===== src/sv/ase_pkg.sv =====
package ase_pkg;

  localparam int unsigned NUM_ALARMS_DEF = 16;
  localparam int unsigned IDX_W          = 4;
  localparam int unsigned TIME_W         = 64;

  typedef enum logic [1:0] {
    OP_ARM    = 2'd0,
    OP_DISARM = 2'd1,
    OP_RING   = 2'd2,
    OP_QUERY  = 2'd3
  } op_e;

  typedef enum logic {
    KIND_FIRED = 1'b0,
    KIND_QUERY = 1'b1
  } kind_e;

  // Scan record handed from cell to cell
  typedef struct packed {
    op_e               op;
    logic [TIME_W-1:0] now;
    logic [TIME_W-1:0] best;
    logic [IDX_W-1:0]  best_id;
    logic              any;
  } scan_rec_t;

  typedef struct packed {
    logic              hit;
    logic [IDX_W-1:0]  id;
    logic [TIME_W-1:0] expiry;
    logic [TIME_W-1:0] now;
  } fire_t;

  typedef struct packed {
    logic              en;
    logic              arm;
    logic              disarm;
    logic [IDX_W-1:0]  idx;
    logic [TIME_W-1:0] wdata;
  } cell_ctrl_t;

  typedef struct packed {
    kind_e             kind;
    logic [IDX_W-1:0]  index;
    logic [TIME_W-1:0] expiry;
    logic [TIME_W-1:0] now;
    logic              none;
    logic              last;
  } rsp_t;

endpackage


===== src/sv/ase_cell.sv =====
module ase_cell import ase_pkg::*; #(
  parameter int unsigned ID = 0
) (
  input  logic       clk_i,
  input  logic       rst_ni,
  input  cell_ctrl_t ctrl_i,
  input  logic       rec_valid_i,
  input  scan_rec_t  rec_i,
  output logic       rec_valid_o,
  output scan_rec_t  rec_o,
  output fire_t      fire_o
);

  // ids past the index range can never be armed
  localparam logic             MAPPED = (ID < (1 << IDX_W));
  localparam logic [IDX_W-1:0] MY_ID  = IDX_W'(ID);

  logic              armed_q, armed_d;
  logic [TIME_W-1:0] expiry_q;
  logic              rec_valid_q;
  scan_rec_t         rec_q, rec_d;
  logic              sel;
  logic [TIME_W-1:0] cmp_val;
  logic              less;
  logic              hit;

  assign sel = MAPPED && (ctrl_i.idx == MY_ID);

  always_comb begin
    cmp_val = (rec_i.op == OP_RING) ? rec_i.now : rec_i.best;
    less    = expiry_q < cmp_val;
    hit     = rec_valid_i && (rec_i.op == OP_RING) && armed_q && less;
  end

  always_comb begin
    rec_d = rec_i;
    if (rec_i.op == OP_QUERY && armed_q) begin
      rec_d.any = 1'b1;
      if (less) begin
        rec_d.best    = expiry_q;
        rec_d.best_id = MY_ID;
      end
    end
  end

  always_comb begin
    armed_d = armed_q;
    if (ctrl_i.arm && sel) begin
      armed_d = 1'b1;
    end else if (ctrl_i.disarm && sel) begin
      armed_d = 1'b0;
    end else if (ctrl_i.en && hit) begin
      armed_d = 1'b0;
    end
  end

  always_ff @(posedge clk_i or negedge rst_ni) begin
    if (!rst_ni) begin
      armed_q     <= 1'b0;
      rec_valid_q <= 1'b0;
    end else begin
      armed_q <= armed_d;
      if (ctrl_i.en) begin
        rec_valid_q <= rec_valid_i;
      end
    end
  end

  always_ff @(posedge clk_i) begin
    if (ctrl_i.arm && sel) begin
      expiry_q <= ctrl_i.wdata;
    end
    if (ctrl_i.en) begin
      rec_q <= rec_d;
    end
  end

  assign rec_valid_o   = rec_valid_q;
  assign rec_o         = rec_q;
  assign fire_o.hit    = hit;
  assign fire_o.id     = MY_ID;
  assign fire_o.expiry = expiry_q;
  assign fire_o.now    = rec_i.now;

endmodule


===== config.mk =====
export PLATFORM = sky130hd
export DESIGN_NAME = ase_cell
export DESIGN_NICKNAME = d
export VERILOG_FILES = /design/src/sv/ase_pkg.sv /design/src/sv/ase_cell.sv
export SDC_FILE = /design/constraint.sdc
export NUM_CORES = 1
export LEC_CHECK = 0
export BUFFER_PORTS_ARGS = -buffer_cell sky130_fd_sc_hd__buf_2
export CAP_MARGIN = 20
export CORE_AREA = 2 2 186 188
export CTS_BUF_LIST = sky130_fd_sc_hd__clkbuf_4 sky130_fd_sc_hd__clkbuf_8
export CTS_CLUSTER_DIAMETER = 80
export DETAILED_ROUTE_END_ITERATION = 8
export DIE_AREA = 0 0 188 190
export PLACE_DENSITY = 0.61
export SETUP_SLACK_MARGIN = 0.15
export SYNTH_ARGS = -nofsm -noshare
export SYNTH_HDL_FRONTEND = slang
export SYNTH_SLANG_ARGS = --single-unit

===== constraint.sdc =====
create_clock -name clk_i -period 3.2 [get_ports clk_i]
set_input_delay 0.32 -clock clk_i [delete_from_list [all_inputs] [get_ports clk_i]]
set_output_delay 0.32 -clock clk_i [all_outputs]
set_load 0.005 [all_outputs]

# After elaboration in Yosys (flattened, before gate mapping)
# Cells that the tools add are included.
# Widths: inputs -> output; s select.
classes:
  magnitude_cmp: 1
  n_eq_ne: 2
  muxes: 6
  n_reduce_logical: 9
op_table:
  columns: ["op", "n"]
  rows:
  - ["$mux 69", 1]
  - ["$mux 68", 1]
  - ["$lt 64x64->1", 1]
  - ["$mux 64", 1]
  - ["$logic_and 1x1->1", 7]
  - ["$eq 2x2->1 const B", 2]
  - ["$logic_not 4->1", 1]
  - ["$mux 1", 3]
  - ["$reduce_bool 3->1", 1]
word_totals:
  regBits: 201
  wordCells: 26

# Logic depth before layout (Yosys ltp)
depth:
  depth_word: 8
  mapped_depth: 14
  depth_no_buf: 10

# Least setup slack after synthesis
# OpenSTA, ideal clock, no wires.
synth_timing:
  path_type: "input -> register"
  start: "input rec_i[134] (netlist name)"
  end: "register rec_q (netlist bit rec_o[52]), data pin"
  arrival_ns: 3.741
  required_ns: 2.938
  path_slack_ns: -0.803
  path_stages: 14
  path_buffers: 4
  cell_sequence: "nor2b_1 buf_1 buf_1 mux2i_1 ha_1 a211oi_1 o21ai_1 o21a_1 a2111oi_2 a41oi_2 nor3b_2 buf_4 buf_6 mux2_1"
synth_lines:
  columns: ["element", "line_no", "text"]
  rows:
  - ["start, declared", "ase_cell.sv:8", "input scan_rec_t rec_i,"]
  - ["end signal, assigned", "ase_cell.sv:74", "rec_q <= rec_d;"]
  - ["end, declared", "ase_cell.sv:21", "scan_rec_t rec_q, rec_d;"]

==> metrics.md <==
| Metric | Value |
|---|---|
| Sequential-to-total area share from yosys stat | `a little under two thirds` |
| Largest cells by area after synthesis | `edfxtp_1, ha_1, mux2i_1, mux2_2, buf_4` |
| Initial antenna violation count | `0` |
| Hold/Removal Path Class | `input pin to register` |
| I/O Buffers | `473` |
| Clock latency on the worst-skew pair | `0.56 ns` |
| Clock root cell | `clkbuf_8` |
| Sequential Power Share | `45.4%` |
| Die width | `188 um` |
| CTS tree | `built` |
| Slew margin rel. | `between 50% and 60%` |
| Crit path kind | `input pin to register` |
| Share of the synthesized area in the top cell type | `63.1%` |
| CP Max Fanout | `7` |
| Final Wtd Congestion | `roughly 0.8` |
| Ant diodes | `0` |
| Total power | `6.88 mW` |
| Num CTS Buffers | `39` |
| Skew final | `0.0164 ns` |
| Final setup violation count | `66` |
| Fin. Hold Viols | `0` |
| First-pass DRT Iterations | `4` |
| # Max-Cap Violations | `0` |
| Remaining DRCs | `0` |
| Synth Register Bits | `about 200` |
| Vias | `just under 8k` |
| Congestion Overflow GR | `0` |
| WHS | `0.0625 ns` |
| Clock-pin slew on the worst setup and hold paths | `around 0.060 ns` |
| WP data required | `approximately 3.5 ns` |
| Core area | `~34000 um2` |
| Clk pwr share | `a little under two fifths` |
| Initial DRC count | `between 300 and 400` |
| Asr flop ratio synth | `less than 1%` |
| Arr. time, crit path | `~3.6 ns` |
| Largest net degree at the start of global routing | `between 50 and 60` |
| Layout Nets | `roughly 1.5k` |
| Die height | `190 um` |
| Failing checks | `setup timing` |
| Global-route usage over all layers | `a little under a fifth` |
| Clock Sinks | `201` |
| RSZ-0062 raised after global routing | `yes` |
| Synth Instances | `590` |
| Post-synthesis average cell area | `16.0 um2` |
| Row cnt | `68` |
| Commonest non-fill, non-tap cell in the layout | `buf_2` |
| Min cycle time layout | `~3.3 ns` |
| VDD IR-drop max | `about 0.00036 V` |
| Final Max Tran Viols | `0` |
| Leak | `~6.7 nW` |
| Fmax | `between 0.3 and 0.4 GHz` |
| Share of layout cells above drive strength 1 | `a little under three fifths` |
| Main flop type after synthesis | `edfxtp_1` |
| Final instance area | `15300 um2` |
| Htree depth | `2` |
| Detailed placer's ending HPWL | `approximately 23000 um` |
| Outcome | `finished with violations` |
| Leading area contributor after synthesis | `edfxtp_1` |
| Sw Share | `24.0%` |
| Full die area | `35700 um2` |
| Area grow syn2layout | `61.5%` |
| Yosys cell types | `40` |
| Post-DP Area | `between 10000 and 15000 um2` |
| Avg Vias per Cell | `around 4.5` |
| I/O Pins | `478` |
| Routed wire length | `34300 um` |
| Final worst slack | `-0.103 ns` |
| Critical path's slowest cell | `mux2_4` |
| Vias in the first global route | `between 7k and 8k` |
| Cell Int Power | `approximately 5.2 mW` |
| Crit end category | `register` |
| Global-route wire length before repair | `between 40000 and 50000 um` |
| Combinational power share | `16.5%` |
| Sw Pwr | `between 1.5 and 2 mW` |
| EDFF count, synth | `approximately 200` |
| Synth Warn # | `0` |
| Crit path cell chain | `buf_6 > nor2b_4 > buf_12 > buf_8 > buf_4 > mux2i_1 > ha_1 > a211oi_2 > o21ai_2 > o21a_1 > a2111oi_2 > buf_4 > a41oi_2 > buf_4 > nor3b_4 > buf_12 > buf_12 > buf_16 > mux2_4` |
| Pre-CTS setup slack | `-0.595 ns` |
| Starting Density | `27.9%` |
| Worst Tran Pin Value | `0.625 ns` |
| Slowest cell delay on critical path | `~0.3 ns` |
| Power per cell area | `450 nW/um2` |
| Mapped Area | `9460 um2` |
| Most frequent cells in the layout | `buf_2, edfxtp_1, dlygate4sd3_1` |
| Antenna Nets Post-Route | `0` |
| Routed len/inst | `between 15 and 20 um` |
| Clock buffer depth | `3` |
| Period utilization | `103%` |
| Critical Path Start Type | `input pin` |
[final cells by class]
| cell class | instances | area (um2) |
|---|---|---|
| clock buffers | 49 | 624 |
| fillers | 3038 | 18700 |
| well taps | 455 | 569 |
| inverters | 2 | 7.51 |
| flip-flops and latches | 201 | 6030 |
| multi-input cells | 307 | 3180 |
| repair buffers | 692 | 4730 |
| clock inverters | 16 | 148 |
[per-stage QoR]
| stage | setup TNS [ns] | util, % | instances |
|---|---|---|---|
| after floorplan | -0.512 | - | 593 |
| after global placement | -35.82 | 36.2 | 1486 |
| after detailed placement | -36.92 | 36.2 | 1486 |
| after CTS | -0.0782 | 44.2 | 1705 |
| after global routing | -13.94 | 45.0 | 1722 |
| final | -4.04 | 45.0 | 1722 |
[per-layer routing]
| metal | vias to the layer above | track usage [%] | routed length, um |
|---|---|---|---|
| met5 | - | 0 | 0 |
| met4 | 0 | 7.09 | 796 |
| met3 | 44 | 5.04 | 2450 |
| met2 | 354 | 31.4 | 17000 |
| met1 | 3723 | 21.5 | 14000 |
| li1 | 3573 | - | - |
[flip-flops by register name, summed over array words and instances, names as in the netlist]
name         flops
expiry_q        64
rec_valid_o      1
armed_q          1
rec_o          135
[cells by family (layout without fill, tap and decap cells)]
| logic type | after synthesis | after routing | share of synthesized area [%] |
|---|---|---|---|
| other cells | 1 | 4 | 0.0396 |
| flops | 201 | 201 | 63.7 |
| buf+inv | 85 | 759 | 6.36 |
| mux | 129 | 129 | 14.5 |
| compound gates | 53 | 53 | 3.78 |
| fa+ha+maj | 63 | 63 | 8.33 |
| simple gates | 58 | 58 | 3.32 |
[power groups by stage]
stage / clock network (mW) / logic, mW / registers, mW
floorplan: 0 / 0.361 / 3.19
global placement: 0 / 0.836 / 3.18
detailed placement: 0 / 0.845 / 3.18
CTS: 2.71 / 1.09 / 3.13
global route: 2.81 / 1.23 / 3.14
finish: 2.62 / 1.13 / 3.12
[critical path, delay by kind of cell]
family                     cells  cell delay [ns]
muxes                          2             0.50
adders and majority gates      1             0.28
AOI/OAI and AO/OA              5             0.84
buffers and inverters          9             1.29
and+or+nand+nor                2             0.35
[cell usage after synthesis, types with 6 or more instances]
library cell,instances
mux2i_1,64
buf_4,70
a21oi_1,22
ha_1,63
nor2_1,7
buf_1,6
mux2_2,49
mux2_1,16
nand3_1,10
nand2_1,10
nand4_1,16
edfxtp_1,199
[path summary, 6_finish.rpt]
path	startpoint	to	slack [ns]	depth (start not counted)
max in group asynchronous	rst_ni	rec_valid_o	2.99	2
worst min register to register	rec_valid_o	rec_valid_o	0.58	1
worst max-delay path	rec_i[133]	rec_o[49]	-0.10	19
worst max register to register	expiry_q[39]	rec_o[49]	-0.05	12
min in group asynchronous	rst_ni	armed_q	0.10	2
worst min-delay path	rec_i[133]	rec_o[133]	0.06	2
[timing repair]
item,in CTS,in global routing
setup endpoints to repair,65,69
cloned,6,3
buffers inserted,17,14
pin swaps,9,8
resized for setup,68,32
hold buffers,131,0
hold endpoints to repair,132,0
(Power assumes the default switching activity.)
